### src/hdl/wsfhp_pkg.sv
// shared types, codes and helpers of the websocket frame header parser
package wsfhp_pkg;

  // depth of the token queue between classifier and assembler
  localparam int QUEUE_DEPTH = 4;

  // token kinds: which header field a byte feeds
  localparam logic [1:0] TK_FIRST  = 2'd0;
  localparam logic [1:0] TK_SECOND = 2'd1;
  localparam logic [1:0] TK_EXTLEN = 2'd2;
  localparam logic [1:0] TK_KEY    = 2'd3;

  // token actions: what the assembler emits after folding the byte in
  localparam logic [1:0] ACT_NONE     = 2'd0;
  localparam logic [1:0] ACT_COMPLETE = 2'd1;
  localparam logic [1:0] ACT_TRUNC    = 2'd2;

  // 7-bit length codes that announce an extended length
  localparam logic [6:0] LEN_CODE_16 = 7'd126;
  localparam logic [6:0] LEN_CODE_64 = 7'd127;

  // status values of a header result
  localparam logic STATUS_COMPLETE  = 1'b0;
  localparam logic STATUS_TRUNCATED = 1'b1;

  // one classified header byte
  typedef struct packed {
    logic [1:0] kind;
    logic [1:0] action;
    logic [7:0] data;
  } tok_t;

  // true when the 7-bit length code calls for extended length bytes
  function automatic logic is_ext_code(input logic [6:0] code);
    is_ext_code = (code == LEN_CODE_16) || (code == LEN_CODE_64);
  endfunction

endpackage

### src/hdl/wsfhp_if.sv
// handshake channels of the websocket frame header parser

// header byte channel
interface wsfhp_in_if;
  logic       valid;
  logic       ready;
  logic [7:0] data_byte;
  logic       stream_end;

  modport source (output valid, output data_byte, output stream_end, input ready);
  modport sink (input valid, input data_byte, input stream_end, output ready);
endinterface

// header result channel
interface wsfhp_out_if;
  logic        valid;
  logic        ready;
  logic        final_fragment;
  logic [2:0]  reserved_flags;
  logic [3:0]  opcode;
  logic        masked;
  logic [63:0] payload_length;
  logic [31:0] masking_key;
  logic        status;

  modport source (
    output valid, output final_fragment, output reserved_flags, output opcode,
    output masked, output payload_length, output masking_key, output status,
    input ready
  );
  modport sink (
    input valid, input final_fragment, input reserved_flags, input opcode,
    input masked, input payload_length, input masking_key, input status,
    output ready
  );
endinterface

### src/hdl/wsfhp_front.sv
// classifier: tracks the header phase and tags each accepted byte
module wsfhp_front (
  input  logic              clk,
  input  logic              rst_n,
  wsfhp_in_if.sink          in_ch,
  input  logic              q_full,
  output logic              q_push,
  output wsfhp_pkg::tok_t   q_tok
);

  // parse phases
  localparam logic [1:0] PH_FIRST  = 2'd0;
  localparam logic [1:0] PH_SECOND = 2'd1;
  localparam logic [1:0] PH_EXTLEN = 2'd2;
  localparam logic [1:0] PH_KEY    = 2'd3;

  // byte counts of the variable parts
  localparam logic [3:0] EXT16_BYTES = 4'd2;
  localparam logic [3:0] EXT64_BYTES = 4'd8;
  localparam logic [3:0] KEY_BYTES   = 4'd4;

  logic [1:0] phase_r, phase_nxt;
  logic [3:0] left_r, left_nxt;
  logic       mask_r, mask_nxt;
  logic [3:0] left_dec;
  logic       end_act;

  assign in_ch.ready = !q_full;
  assign q_push      = in_ch.valid && !q_full;
  assign left_dec    = left_r - 4'd1;

  // truncation on stream end unless the byte completes the header
  assign end_act = in_ch.stream_end;

  // classify the byte and work out the next phase
  always_comb begin
    phase_nxt         = phase_r;
    left_nxt          = left_r;
    mask_nxt          = mask_r;
    q_tok.data        = in_ch.data_byte;
    q_tok.kind        = wsfhp_pkg::TK_FIRST;
    q_tok.action      = end_act ? wsfhp_pkg::ACT_TRUNC : wsfhp_pkg::ACT_NONE;
    unique case (phase_r)
      PH_FIRST: begin
        q_tok.kind = wsfhp_pkg::TK_FIRST;
        phase_nxt  = PH_SECOND;
      end
      PH_SECOND: begin
        q_tok.kind = wsfhp_pkg::TK_SECOND;
        mask_nxt   = in_ch.data_byte[7];
        if (wsfhp_pkg::is_ext_code(in_ch.data_byte[6:0])) begin
          phase_nxt = PH_EXTLEN;
          left_nxt  = (in_ch.data_byte[6:0] == wsfhp_pkg::LEN_CODE_16) ?
                      EXT16_BYTES : EXT64_BYTES;
        end else if (in_ch.data_byte[7]) begin
          phase_nxt = PH_KEY;
          left_nxt  = KEY_BYTES;
        end else begin
          q_tok.action = wsfhp_pkg::ACT_COMPLETE;
        end
      end
      PH_EXTLEN: begin
        q_tok.kind = wsfhp_pkg::TK_EXTLEN;
        left_nxt   = left_dec;
        if (left_dec == 4'd0) begin
          if (mask_r) begin
            phase_nxt = PH_KEY;
            left_nxt  = KEY_BYTES;
          end else begin
            q_tok.action = wsfhp_pkg::ACT_COMPLETE;
          end
        end
      end
      PH_KEY: begin
        q_tok.kind = wsfhp_pkg::TK_KEY;
        left_nxt   = left_dec;
        if (left_dec == 4'd0) begin
          q_tok.action = wsfhp_pkg::ACT_COMPLETE;
        end
      end
      default: begin
        phase_nxt = PH_FIRST;
      end
    endcase
    // any emitted result ends the header
    if (q_tok.action != wsfhp_pkg::ACT_NONE) begin
      phase_nxt = PH_FIRST;
      left_nxt  = 4'd0;
      mask_nxt  = 1'b0;
    end
  end

  // phase registers advance on each byte transfer
  always_ff @(posedge clk) begin
    if (!rst_n) begin
      phase_r <= PH_FIRST;
      left_r  <= 4'd0;
      mask_r  <= 1'b0;
    end else if (q_push) begin
      phase_r <= phase_nxt;
      left_r  <= left_nxt;
      mask_r  <= mask_nxt;
    end
  end

endmodule

### src/hdl/wsfhp_queue.sv
// small token queue between classifier and assembler
module wsfhp_queue #(
  parameter int DEPTH = wsfhp_pkg::QUEUE_DEPTH
) (
  input  logic            clk,
  input  logic            rst_n,
  input  logic            push,
  input  wsfhp_pkg::tok_t push_tok,
  output logic            full,
  input  logic            pop,
  output logic            head_valid,
  output wsfhp_pkg::tok_t head_tok
);

  localparam int PTR_W = (DEPTH > 1) ? $clog2(DEPTH) : 1;
  localparam int CNT_W = $clog2(DEPTH + 1);
  localparam logic [PTR_W-1:0] LAST_PTR = PTR_W'(DEPTH - 1);

  wsfhp_pkg::tok_t  slot_r [DEPTH];
  logic [PTR_W-1:0] wr_ptr_r, rd_ptr_r;
  logic [CNT_W-1:0] count_r;

  assign full       = (count_r == CNT_W'(DEPTH));
  assign head_valid = (count_r != '0);
  assign head_tok   = slot_r[rd_ptr_r];

  // storage slots
  always_ff @(posedge clk) begin
    if (push) begin
      slot_r[wr_ptr_r] <= push_tok;
    end
  end

  // pointers and fill count
  always_ff @(posedge clk) begin
    if (!rst_n) begin
      wr_ptr_r <= '0;
      rd_ptr_r <= '0;
      count_r  <= '0;
    end else begin
      if (push) begin
        wr_ptr_r <= (wr_ptr_r == LAST_PTR) ? '0 : wr_ptr_r + PTR_W'(1);
      end
      if (pop) begin
        rd_ptr_r <= (rd_ptr_r == LAST_PTR) ? '0 : rd_ptr_r + PTR_W'(1);
      end
      if (push && !pop) begin
        count_r <= count_r + CNT_W'(1);
      end else if (pop && !push) begin
        count_r <= count_r - CNT_W'(1);
      end
    end
  end

endmodule

### src/hdl/wsfhp_back.sv
// assembler: folds tagged bytes into header fields and holds the result register
module wsfhp_back (
  input  logic            clk,
  input  logic            rst_n,
  input  logic            head_valid,
  input  wsfhp_pkg::tok_t head_tok,
  output logic            pop,
  wsfhp_out_if.source     out_ch
);

  logic [7:0]  first_r, first_nxt;
  logic        mask_r, mask_nxt;
  logic [63:0] len_r, len_nxt;
  logic [31:0] key_r, key_nxt;
  logic        out_valid_r;
  logic        emits;
  logic        out_free;

  logic        res_fin_r;
  logic [2:0]  res_rsv_r;
  logic [3:0]  res_op_r;
  logic        res_mask_r;
  logic [63:0] res_len_r;
  logic [31:0] res_key_r;
  logic        res_status_r;

  assign emits    = (head_tok.action != wsfhp_pkg::ACT_NONE);
  assign out_free = !out_valid_r || out_ch.ready;
  assign pop      = head_valid && (!emits || out_free);

  // fold the head byte into the header fields
  always_comb begin
    first_nxt = first_r;
    mask_nxt  = mask_r;
    len_nxt   = len_r;
    key_nxt   = key_r;
    unique case (head_tok.kind)
      wsfhp_pkg::TK_FIRST: begin
        first_nxt = head_tok.data;
      end
      wsfhp_pkg::TK_SECOND: begin
        mask_nxt = head_tok.data[7];
        key_nxt  = 32'd0;
        len_nxt  = wsfhp_pkg::is_ext_code(head_tok.data[6:0]) ?
                   64'd0 : {57'd0, head_tok.data[6:0]};
      end
      wsfhp_pkg::TK_EXTLEN: begin
        len_nxt = {len_r[55:0], head_tok.data};
      end
      wsfhp_pkg::TK_KEY: begin
        key_nxt = {key_r[23:0], head_tok.data};
      end
      default: begin
        first_nxt = first_r;
      end
    endcase
  end

  // header field registers
  always_ff @(posedge clk) begin
    if (pop) begin
      first_r <= first_nxt;
      mask_r  <= mask_nxt;
      len_r   <= len_nxt;
      key_r   <= key_nxt;
    end
  end

  // result register load
  always_ff @(posedge clk) begin
    if (pop && emits) begin
      if (head_tok.action == wsfhp_pkg::ACT_COMPLETE) begin
        res_fin_r    <= first_nxt[7];
        res_rsv_r    <= first_nxt[6:4];
        res_op_r     <= first_nxt[3:0];
        res_mask_r   <= mask_nxt;
        res_len_r    <= len_nxt;
        res_key_r    <= mask_nxt ? key_nxt : 32'd0;
        res_status_r <= wsfhp_pkg::STATUS_COMPLETE;
      end else begin
        res_fin_r    <= 1'b0;
        res_rsv_r    <= 3'd0;
        res_op_r     <= 4'd0;
        res_mask_r   <= 1'b0;
        res_len_r    <= 64'd0;
        res_key_r    <= 32'd0;
        res_status_r <= wsfhp_pkg::STATUS_TRUNCATED;
      end
    end
  end

  // result valid flag
  always_ff @(posedge clk) begin
    if (!rst_n) begin
      out_valid_r <= 1'b0;
    end else if (pop && emits) begin
      out_valid_r <= 1'b1;
    end else if (out_ch.ready) begin
      out_valid_r <= 1'b0;
    end
  end

  assign out_ch.valid          = out_valid_r;
  assign out_ch.final_fragment = res_fin_r;
  assign out_ch.reserved_flags = res_rsv_r;
  assign out_ch.opcode         = res_op_r;
  assign out_ch.masked         = res_mask_r;
  assign out_ch.payload_length = res_len_r;
  assign out_ch.masking_key    = res_key_r;
  assign out_ch.status         = res_status_r;

endmodule

### src/hdl/websocket_frame_header_parser.sv
// top level of the websocket frame header parser
// Takes one header byte per cycle on in_ch, starting at the first byte of a frame
// header, and delivers one result per header on out_ch: fin, reserved flags,
// opcode, mask bit, the 7-, 16- or 64-bit payload length and the masking key
// (zero when unmasked), with status 0. A byte marked stream_end that does not
// finish a header yields a result with status 1 and all other fields zero, and
// parsing restarts at a new header. Bytes are taken back to back, one per cycle,
// as long as the token queue has room. The last byte of a header passes through
// the token queue and then the result register before out_ch.valid rises, and
// the queue of QUEUE_DEPTH tokens absorbs stalls of out_ch while the result
// register holds.
module websocket_frame_header_parser #(
  parameter int QUEUE_DEPTH = wsfhp_pkg::QUEUE_DEPTH
) (
  input  logic        clk,
  input  logic        rst_n,
  wsfhp_in_if.sink    in_ch,
  wsfhp_out_if.source out_ch
);

  logic            q_full;
  logic            q_push;
  wsfhp_pkg::tok_t q_tok;
  logic            q_pop;
  logic            q_head_valid;
  wsfhp_pkg::tok_t q_head_tok;

  // byte classifier
  wsfhp_front u_front (
    .clk    (clk),
    .rst_n  (rst_n),
    .in_ch  (in_ch),
    .q_full (q_full),
    .q_push (q_push),
    .q_tok  (q_tok)
  );

  // token queue
  wsfhp_queue #(
    .DEPTH (QUEUE_DEPTH)
  ) u_queue (
    .clk        (clk),
    .rst_n      (rst_n),
    .push       (q_push),
    .push_tok   (q_tok),
    .full       (q_full),
    .pop        (q_pop),
    .head_valid (q_head_valid),
    .head_tok   (q_head_tok)
  );

  // field assembler and result register
  wsfhp_back u_back (
    .clk        (clk),
    .rst_n      (rst_n),
    .head_valid (q_head_valid),
    .head_tok   (q_head_tok),
    .pop        (q_pop),
    .out_ch     (out_ch)
  );

endmodule
### src/flat_wrapper.sv
// flat-port wrapper written by rule: the top's interface ports become plain ports
module websocket_frame_header_parser_flat 
#(
  parameter int QUEUE_DEPTH = wsfhp_pkg::QUEUE_DEPTH
)
  (clk, rst_n, in_ch_valid, in_ch_data_byte, in_ch_stream_end, in_ch_ready, out_ch_valid, out_ch_final_fragment, out_ch_reserved_flags, out_ch_opcode, out_ch_masked, out_ch_payload_length, out_ch_masking_key, out_ch_status, out_ch_ready);
  wsfhp_in_if in_ch_i ();
  wsfhp_out_if out_ch_i ();
  input  logic clk;
  input  logic rst_n;
  input wire logic [$bits(in_ch_i.valid)-1:0] in_ch_valid;
  input wire logic [$bits(in_ch_i.data_byte)-1:0] in_ch_data_byte;
  input wire logic [$bits(in_ch_i.stream_end)-1:0] in_ch_stream_end;
  output wire logic [$bits(in_ch_i.ready)-1:0] in_ch_ready;
  output wire logic [$bits(out_ch_i.valid)-1:0] out_ch_valid;
  output wire logic [$bits(out_ch_i.final_fragment)-1:0] out_ch_final_fragment;
  output wire logic [$bits(out_ch_i.reserved_flags)-1:0] out_ch_reserved_flags;
  output wire logic [$bits(out_ch_i.opcode)-1:0] out_ch_opcode;
  output wire logic [$bits(out_ch_i.masked)-1:0] out_ch_masked;
  output wire logic [$bits(out_ch_i.payload_length)-1:0] out_ch_payload_length;
  output wire logic [$bits(out_ch_i.masking_key)-1:0] out_ch_masking_key;
  output wire logic [$bits(out_ch_i.status)-1:0] out_ch_status;
  input wire logic [$bits(out_ch_i.ready)-1:0] out_ch_ready;
  assign in_ch_i.valid = in_ch_valid;
  assign in_ch_i.data_byte = in_ch_data_byte;
  assign in_ch_i.stream_end = in_ch_stream_end;
  assign in_ch_ready = in_ch_i.ready;
  assign out_ch_valid = out_ch_i.valid;
  assign out_ch_final_fragment = out_ch_i.final_fragment;
  assign out_ch_reserved_flags = out_ch_i.reserved_flags;
  assign out_ch_opcode = out_ch_i.opcode;
  assign out_ch_masked = out_ch_i.masked;
  assign out_ch_payload_length = out_ch_i.payload_length;
  assign out_ch_masking_key = out_ch_i.masking_key;
  assign out_ch_status = out_ch_i.status;
  assign out_ch_i.ready = out_ch_ready;
  websocket_frame_header_parser #(.QUEUE_DEPTH(QUEUE_DEPTH)) u_core (.clk(clk), .rst_n(rst_n), .in_ch(in_ch_i), .out_ch(out_ch_i));
endmodule
### config.mk
export PLATFORM = sky130hd
export DESIGN_NAME = websocket_frame_header_parser_flat
export DESIGN_NICKNAME = d
export VERILOG_FILES = /design/src/hdl/wsfhp_pkg.sv /design/src/hdl/wsfhp_if.sv /design/src/hdl/wsfhp_front.sv /design/src/hdl/wsfhp_queue.sv /design/src/hdl/wsfhp_back.sv /design/src/hdl/websocket_frame_header_parser.sv /design/src/flat_wrapper.sv
export SDC_FILE = /design/constraint.sdc
export NUM_CORES = 1
export LEC_CHECK = 0
export BUFFER_PORTS_ARGS = -buffer_cell sky130_fd_sc_hd__buf_4
export CAP_MARGIN = 30
export CELL_PAD_IN_SITES_DETAIL_PLACEMENT = 0
export CELL_PAD_IN_SITES_GLOBAL_PLACEMENT = 2
export CORE_UTILIZATION = 40
export CTS_BUF_LIST = sky130_fd_sc_hd__clkbuf_2 sky130_fd_sc_hd__clkbuf_4 sky130_fd_sc_hd__clkbuf_8
export DETAILED_ROUTE_END_ITERATION = 12
export PLACE_DENSITY = 0.74
export SYNTH_ARGS = -nofsm -noshare
export SYNTH_HDL_FRONTEND = slang
export SYNTH_SLANG_ARGS = --single-unit
### constraint.sdc
create_clock -name clk -period 6.3 [get_ports clk]
set_input_delay 0.315 -clock clk [delete_from_list [all_inputs] [get_ports clk]]
set_output_delay 0.315 -clock clk [all_outputs]
set_load 0.005 [all_outputs]
==> flow_metrics.tcl, run 1 <==
set metrics [dict create \
    status "finished, final reports clean" \
    synth_top_family_by_area "compound AO/OA/AOI/OAI gates" \
    r2r_cells 6 \
    synth_edf_count 259 \
    max-slew-margin-rel_pct 34.3 \
    cp-end-kind "register" \
    die_h_um 169 \
    criticalPathCategory "register to register" \
    ant_nets 0 \
    timing.final.crit_period_ns 3.45 \
    globalRouteTotalUtil_pct 15.6 \
    hp-class "input pin to register" \
    syn-cell-area_um2 11100 \
    coreArea_um2 27100 \
    grt_pass1_wl_um 34400 \
    synth.top_cell.area_share_pct 69.9 \
    power.density_nw_per_um2 610 \
    min_path_cells 2 \
    mostFrequentLayoutCell "edfxtp_1" \
    syn_nets 719 \
    synth_top_area_cell "edfxtp_1" \
    ys_ff_latch 276 \
    vdd_drop_max_uv 374 \
    routabilityCongestion 0.751 \
    synthTopCellsByArea "edfxtp_1 70%, a22o_1 6.9%, nor2b_1 6.2%" \
    path_clk_slew_ns 0.06 \
    worstPathMaxFanout 55 \
    wirelength_um 22200 \
    hold_start "rst_n" \
    clock-sinks 276 \
    synth_compound_area_share_pct 9.80 \
    fin_crit_sh_pct 54.8 \
    grt_pass1_vias 6142 \
    syn_to_final_growth_pct 21.1 \
    leakage_nw 4.93 \
    die_x_um 169 \
    vias 6241 \
    clock_skew_ns 0.0111 \
    cts_max_path_buffers 3 \
    ys_types 55 \
    clkLatencyLatePin_ns 0.54 \
    first_iter_violations 466 \
    synth_ff_type "edfxtp_1" \
    crit_path_max_incr_delay_ns 0.83 \
    synthXorXnorAreaFrac_pct 0.236 \
    syn_area_per_cell_um2 16.1 \
    worstPathCellList "mux4_2 -> inv_1 -> ha_1 -> inv_2 -> a22o_1 -> nor2b_1" \
    post-place-cells 1154 \
    synth_fa_ha_area_share_pct 1.98 \
    grt_overflow 0 \
    grtUsageMet2_pct 23.8 \
    fin_cells 1243 \
    fmax_ghz 0.290 \
    num_antenna_cells 0 \
    rsz0062_at_grt "false" \
    cts_made_buffers 45 \
    finalSetupViolations 0 \
    die_area_um2 28500 \
    syn_inst 689 \
    top_usage_layer "met2" \
    tns_ns 0 \
    dp_hpwl_um 13900 \
    async_flop_share_pct 0 \
    synth_simple_gate_area_share_pct 9.44 \
    whs_endpoint "u_core.u_back.out_ch.valid$_SDFFE_PN0P_" \
    port_buffers 120 \
    fillers 2295 \
    cap_violations 0 \
    required_ns 6.68 \
    rows 60 \
    use_met1_pct 22.3 \
    cts-root-buf "clkbuf_8" \
    final_cell_mix "259 x edfxtp_1, 124 x buf_4, 110 x nor2b_1" \
    cts_tree "yes" \
    drc_errors 0 \
    nNetsFinal 868 \
    h-tree-depth 2 \
    crit_slowest_cell "dfxtp_1" \
    vias_per_cell 5.02 \
    synth_mux_area_share_pct 3.52 \
    drive_gt1_share_pct 27.4 \
    yosys_warnings 0 \
    ff2ff_setup_slack_ns 2.85 \
    r2r-end "u_core.u_back.out_ch.payload_length[10]$_SDFFCE_PN0P_" \
    grt_max_degree 96 \
    antenna_found_initial 0 \
    grt_use_met3_pct 3.48 \
    start_util_pct 41.0 \
    finalHoldViolCount 0 \
    routedWlPerCell_um 17.9 \
    cp-start-kind "register" \
    cp.arrival_ns 3.84 \
    worst_slew_pin_slew_ns 0.985 \
    ioPinCount 121 \
    ys_seq_area_share_pct 73.0 \
    drv_slew 0 \
    drt_first_pass_iters 4 \
]
synthesized netlist by cell type (2+ instances only):
cell type / count
edfxtp_1: 259
nor2b_1: 110
a22o_1: 87
clkbuf_1: 27
inv_1: 22
nor2_1: 20
dfxtp_1: 17
ha_1: 16
nand2_1: 16
mux4_2: 12
mux2_2: 9
a31oi_1: 8
o21ai_0: 8
and2_1: 7
buf_1: 5
nand2b_1: 4
nand4_1: 4
a21boi_0: 3
nand3_1: 3
o21ai_1: 3
or2_1: 3
a21oi_1: 2
and2b_2: 2
buf_2: 2
mux2i_1: 2
o21a_1: 2
o21bai_1: 2
o2bb2ai_1: 2
o31a_1: 2
o31ai_1: 2
or2_2: 2
or3_1: 2
xnor2_1: 2
cells by family after synthesis:
logic type	count (synthesis)
compound gates	131
xor+xnor	3
fa+ha+maj	17
buf+inv	59
flops	276
mux	23
simple gates	180
timing repair:
item	4_1_cts	5_1_grt
buffers inserted	0	0
endpoints found under the setup margin	0	0
hold buffers	8	0
resized for setup	0	0
endpoints found under the hold margin	30	0
cell type report:
type / count / area [um2] / area share [%]
clock inverter: 29 / 244 / 1.81
timing repair buffer: 137 / 1100 / 8.15
sequential: 276 / 8120 / 60.2
tap: 372 / 465 / 3.45
multi-input combinational: 354 / 2790 / 20.7
clock buffer: 51 / 664 / 4.93
inverter: 24 / 92.6 / 0.687
metrics by stage:
step                      area (um2)  utilization [%]  power [W]  hold slack [ns]  setup slack, ns
after floorplan                11100                -    0.00546            0.414             1.64
after global placement         12400             45.8    0.00657            0.474             2.67
after detailed placement       12500             46.0    0.00668            0.488             2.64
after CTS                      13400             49.6    0.00829           0.0686             2.66
after global routing           13500             49.7    0.00870           0.0824             2.54
final                          13500             49.7    0.00822           0.0914             2.85
worst max-delay path by stage:
| stage | cells past startpoint | end | startpoint | slack (ns) |
|---|---|---|---|---|
| detailed placement | 6 | u_core.u_back.first_r[4]$_DFFE_PP_ | register | 2.64 |
| finish | 6 | u_core.u_back.out_ch.payload_length[10]$_SDFFCE_PN0P_ | register | 2.85 |
| global placement | 6 | u_core.u_back.out_ch.payload_length[39]$_SDFFCE_PN0P_ | register | 2.67 |
| CTS | 6 | u_core.u_back.first_r[5]$_DFFE_PP_ | register | 2.66 |
| global route | 6 | u_core.u_back.out_ch.payload_length[48]$_SDFFCE_PN0P_ | register | 2.54 |
| floorplan | 5 | u_core.u_back.out_ch.final_fragment$_SDFFCE_PN0P_ | register | 1.64 |
worst max-delay path, delay by kind of cell (launching register included):
kind / cells / cell delay, ns
buffers and inverters: 2 / 0.90
flip-flops: 1 / 0.83
multiplexers: 1 / 0.63
adder cells (fa/ha/maj): 1 / 0.43
AO/OA/AOI/OAI: 1 / 0.33
AND/OR/NAND/NOR: 1 / 0.17
power by group:
group	internal (W)	leakage (nW)	switching, W	total, W
clock	0.000874	0.471	0.000696	0.00157
combinational	0.00133	1.78	0.00162	0.00295
sequential	0.00330	2.68	0.000394	0.00369
state kept, by name (all words and copies together) (netlist names), named ones only:
signal / cells
u_core.u_front.mask_r: 1
u_core.u_back.first_r: 8
u_core.u_queue.wr_ptr_r: 2
u_core.u_back.out_ch.masked: 1
u_core.u_back.len_r: 64
u_core.u_front.phase_r: 2
u_core.u_queue.rd_ptr_r: 2
u_core.u_back.out_ch.valid: 1
u_core.u_back.out_ch.final_fragment: 1
u_core.u_back.out_ch.masking_key: 32
u_core.u_back.out_ch.status: 1
u_core.u_back.key_r: 32
u_core.u_queue.slot_r: 48
u_core.u_back.mask_r: 1
u_core.u_back.out_ch.reserved_flags: 3
u_core.u_front.left_r: 4
u_core.u_queue.count_r: 3
u_core.u_back.out_ch.opcode: 4
u_core.u_back.out_ch.payload_length: 64
layer usage:
layer  wire length, um  vias up
met3              1210       36
met5                 0        -
met4               426        0
met2             10200      170
li1                  -     2938
met1             10400     3097
No activity file was read; power rests on OpenSTA's default activity.
==> run 2: changes to the inputs <==
CORE_UTILIZATION = 44   (was 40)
PLACE_DENSITY = 0.77   (was 0.74)
clock period = 3.2 ns   (was 6.3 ns; I/O delays follow)
==> run 2 against run 1 <==
Against the previous run:
- clock power increased by 90%
- cell area up 0.20%
- combinational power is 100% higher
- hold slack better by 0.075 ns
- wire length fell by 2.3%
- total power is 97% higher
- sequential share of layout area fell by 0.095 points
- first-iteration DRC count shrank 25%
- non-clock buffer count up 7
- fmax is 24% higher
- critical endpoint is now u_core.u_back.out_ch.valid$_SDFFE_PN0P_
==> flow_metrics.tcl, run 2 (same netlist as run 1, synthesis figures left out) <==
set metrics [dict create \
    cts-root-buf "clkbuf_8" \
    crit_path_max_incr_delay_ns 0.69 \
    routedWlPerCell_um 18.0 \
    vdd_drop_max_uv 700 \
    cp.arrival_ns 3.26 \
    cts_made_buffers 45 \
    hp-class "input pin to register" \
    routabilityCongestion 0.747 \
    drc_errors 0 \
    clock-sinks 276 \
    tns_ns 0 \
    h-tree-depth 2 \
    antenna_found_initial 0 \
    final_cell_mix "259 x edfxtp_1, 127 x buf_4, 110 x nor2b_1" \
    worstPathCellList "mux4_2 -> o21ai_2 -> o31ai_4 -> nor2_4 -> buf_4 -> o21a_1 -> dlygate4sd3_1" \
    leakage_nw 4.98 \
    die_h_um 161 \
    hold_start "in_ch_stream_end" \
    post-place-cells 1111 \
    r2r-end "u_core.u_back.out_ch.valid$_SDFFE_PN0P_" \
    die_area_um2 25900 \
    worst-path-stages 7 \
    ff2ff_setup_slack_ns 0.41 \
    dp_slack_ns 0.494 \
    fillers 2042 \
    start_util_pct 45.3 \
    cp-start-kind "register" \
    drv_slew 0 \
    worstPathMaxFanout 30 \
    drive_gt1_share_pct 28.0 \
    clock_skew_ns 0.0224 \
    max-slew-margin-rel_pct 55.8 \
    die_x_um 161 \
    multiInputGateArea_um2 2810 \
    globalRouteTotalUtil_pct 17.1 \
    wirelength_um 21700 \
    fin_cells 1204 \
    fmax_ghz 0.358 \
    coreArea_um2 24500 \
    mostFrequentLayoutCell "edfxtp_1" \
    grt_overflow 0 \
    clkLatencyLatePin_ns 0.54 \
    status "finished, final reports clean" \
    cp_top_family "buffers and inverters" \
    crit_slowest_cell "dfxtp_1" \
    cts_max_path_buffers 3 \
    seq_area_um2 8120 \
    cts_tree "yes" \
    num_antenna_cells 0 \
    ioPinCount 121 \
    r2r_cells 7 \
    worst_slack_ns 0.409 \
    ant_nets 0 \
    path_clk_slew_ns 0.06 \
    cp-end-kind "register" \
    drt_first_pass_iters 5 \
    grt_pass1_vias 6360 \
    port_buffers 120 \
    dp_hpwl_um 13700 \
    first_iter_violations 349 \
    utilization_pct 55.0 \
    power.density_nw_per_um2 1200 \
    grt_max_degree 78 \
    finalHoldViolCount 0 \
    cap_violations 0 \
    grt_pass1_wl_um 34700 \
    worstSetupEndpoint "u_core.u_back.out_ch.valid$_SDFFE_PN0P_" \
    cts_resized 0 \
    rsz0062_at_grt "false" \
    critPathBufInv 2 \
    timing.final.crit_period_ns 2.79 \
    nNetsFinal 875 \
    worst_slew_pin_slew_ns 0.663 \
    vias_per_cell 5.19 \
    syn_to_final_growth_pct 21.4 \
    criticalPathCategory "register to register" \
    required_ns 3.67 \
    fin_crit_sh_pct 87.2 \
    vias 6248 \
    rows 57 \
    finalSetupViolations 0 \
]
==> run 2: per-layer routing <==
metal	wire length [um]	share of wire (%)	track usage (%)
met2	9970	46	26.7
met1	10200	47	24.2
met3	1130	5.2	3.60
met5	0	0	0
met4	374	1.7	5.10
==> run 2: worst register-to-register path: cells and delay by family (launching register included) <==
kind,cells,cell delay (ns)
mux,1,0.45
flops,1,0.69
simple gates,1,0.17
compound gates,3,0.49
buf+inv,2,0.93
==> run 2: layout make-up <==
cell class                      instances  share of cell area (%)
Tap cell                              324                    3.00
Clock inverter                         21                   0.871
Sequential cell                       276                    60.2
Multi-Input combinational cell        354                    20.8
Inverter                               24                   0.695
Clock buffer                           61                    5.71
Timing Repair Buffer                  144                    8.77
==> run 2: how the worst min path moves through the flow <==
stage                                                         to  slack (ns)  cells after the start
after floorplan            u_core.u_queue.slot_r[0][0]$_DFFE_PP_        0.26                      0
after global placement     u_core.u_queue.slot_r[3][3]$_DFFE_PP_        0.38                      1
after detailed placement   u_core.u_queue.slot_r[3][3]$_DFFE_PP_        0.38                      1
after CTS                 u_core.u_front.phase_r[0]$_SDFFE_PN0P_        0.13                      5
after global routing      u_core.u_front.phase_r[0]$_SDFFE_PN0P_        0.18                      5
final                     u_core.u_front.phase_r[0]$_SDFFE_PN0P_        0.17                      5
==> run 2: report_power, final <==
group          leakage, nW  internal [W]  switching, W  total, W
Combinational         1.83       0.00274       0.00319   0.00594
Sequential            2.68       0.00649      0.000740   0.00723
Clock                0.471       0.00164       0.00134   0.00299
==> run 2: repair_timing <==
item / in CTS / in global routing
setup buffers: 0 / 0
endpoints found under the hold margin: 48 / 0
hold buffers: 11 / 0
==> run 2: metrics by stage <==
step / hold WS, ns / area (um2) / power (W)
5_1_grt: 0.178 / 13500 / 0.0172
3_3_place_gp: 0.376 / 12500 / 0.0131
6_report: 0.166 / 13500 / 0.0161
4_1_cts: 0.133 / 13500 / 0.0163
2_1_floorplan: 0.259 / 11200 / 0.0107
3_5_place_dp: 0.382 / 12500 / 0.0133
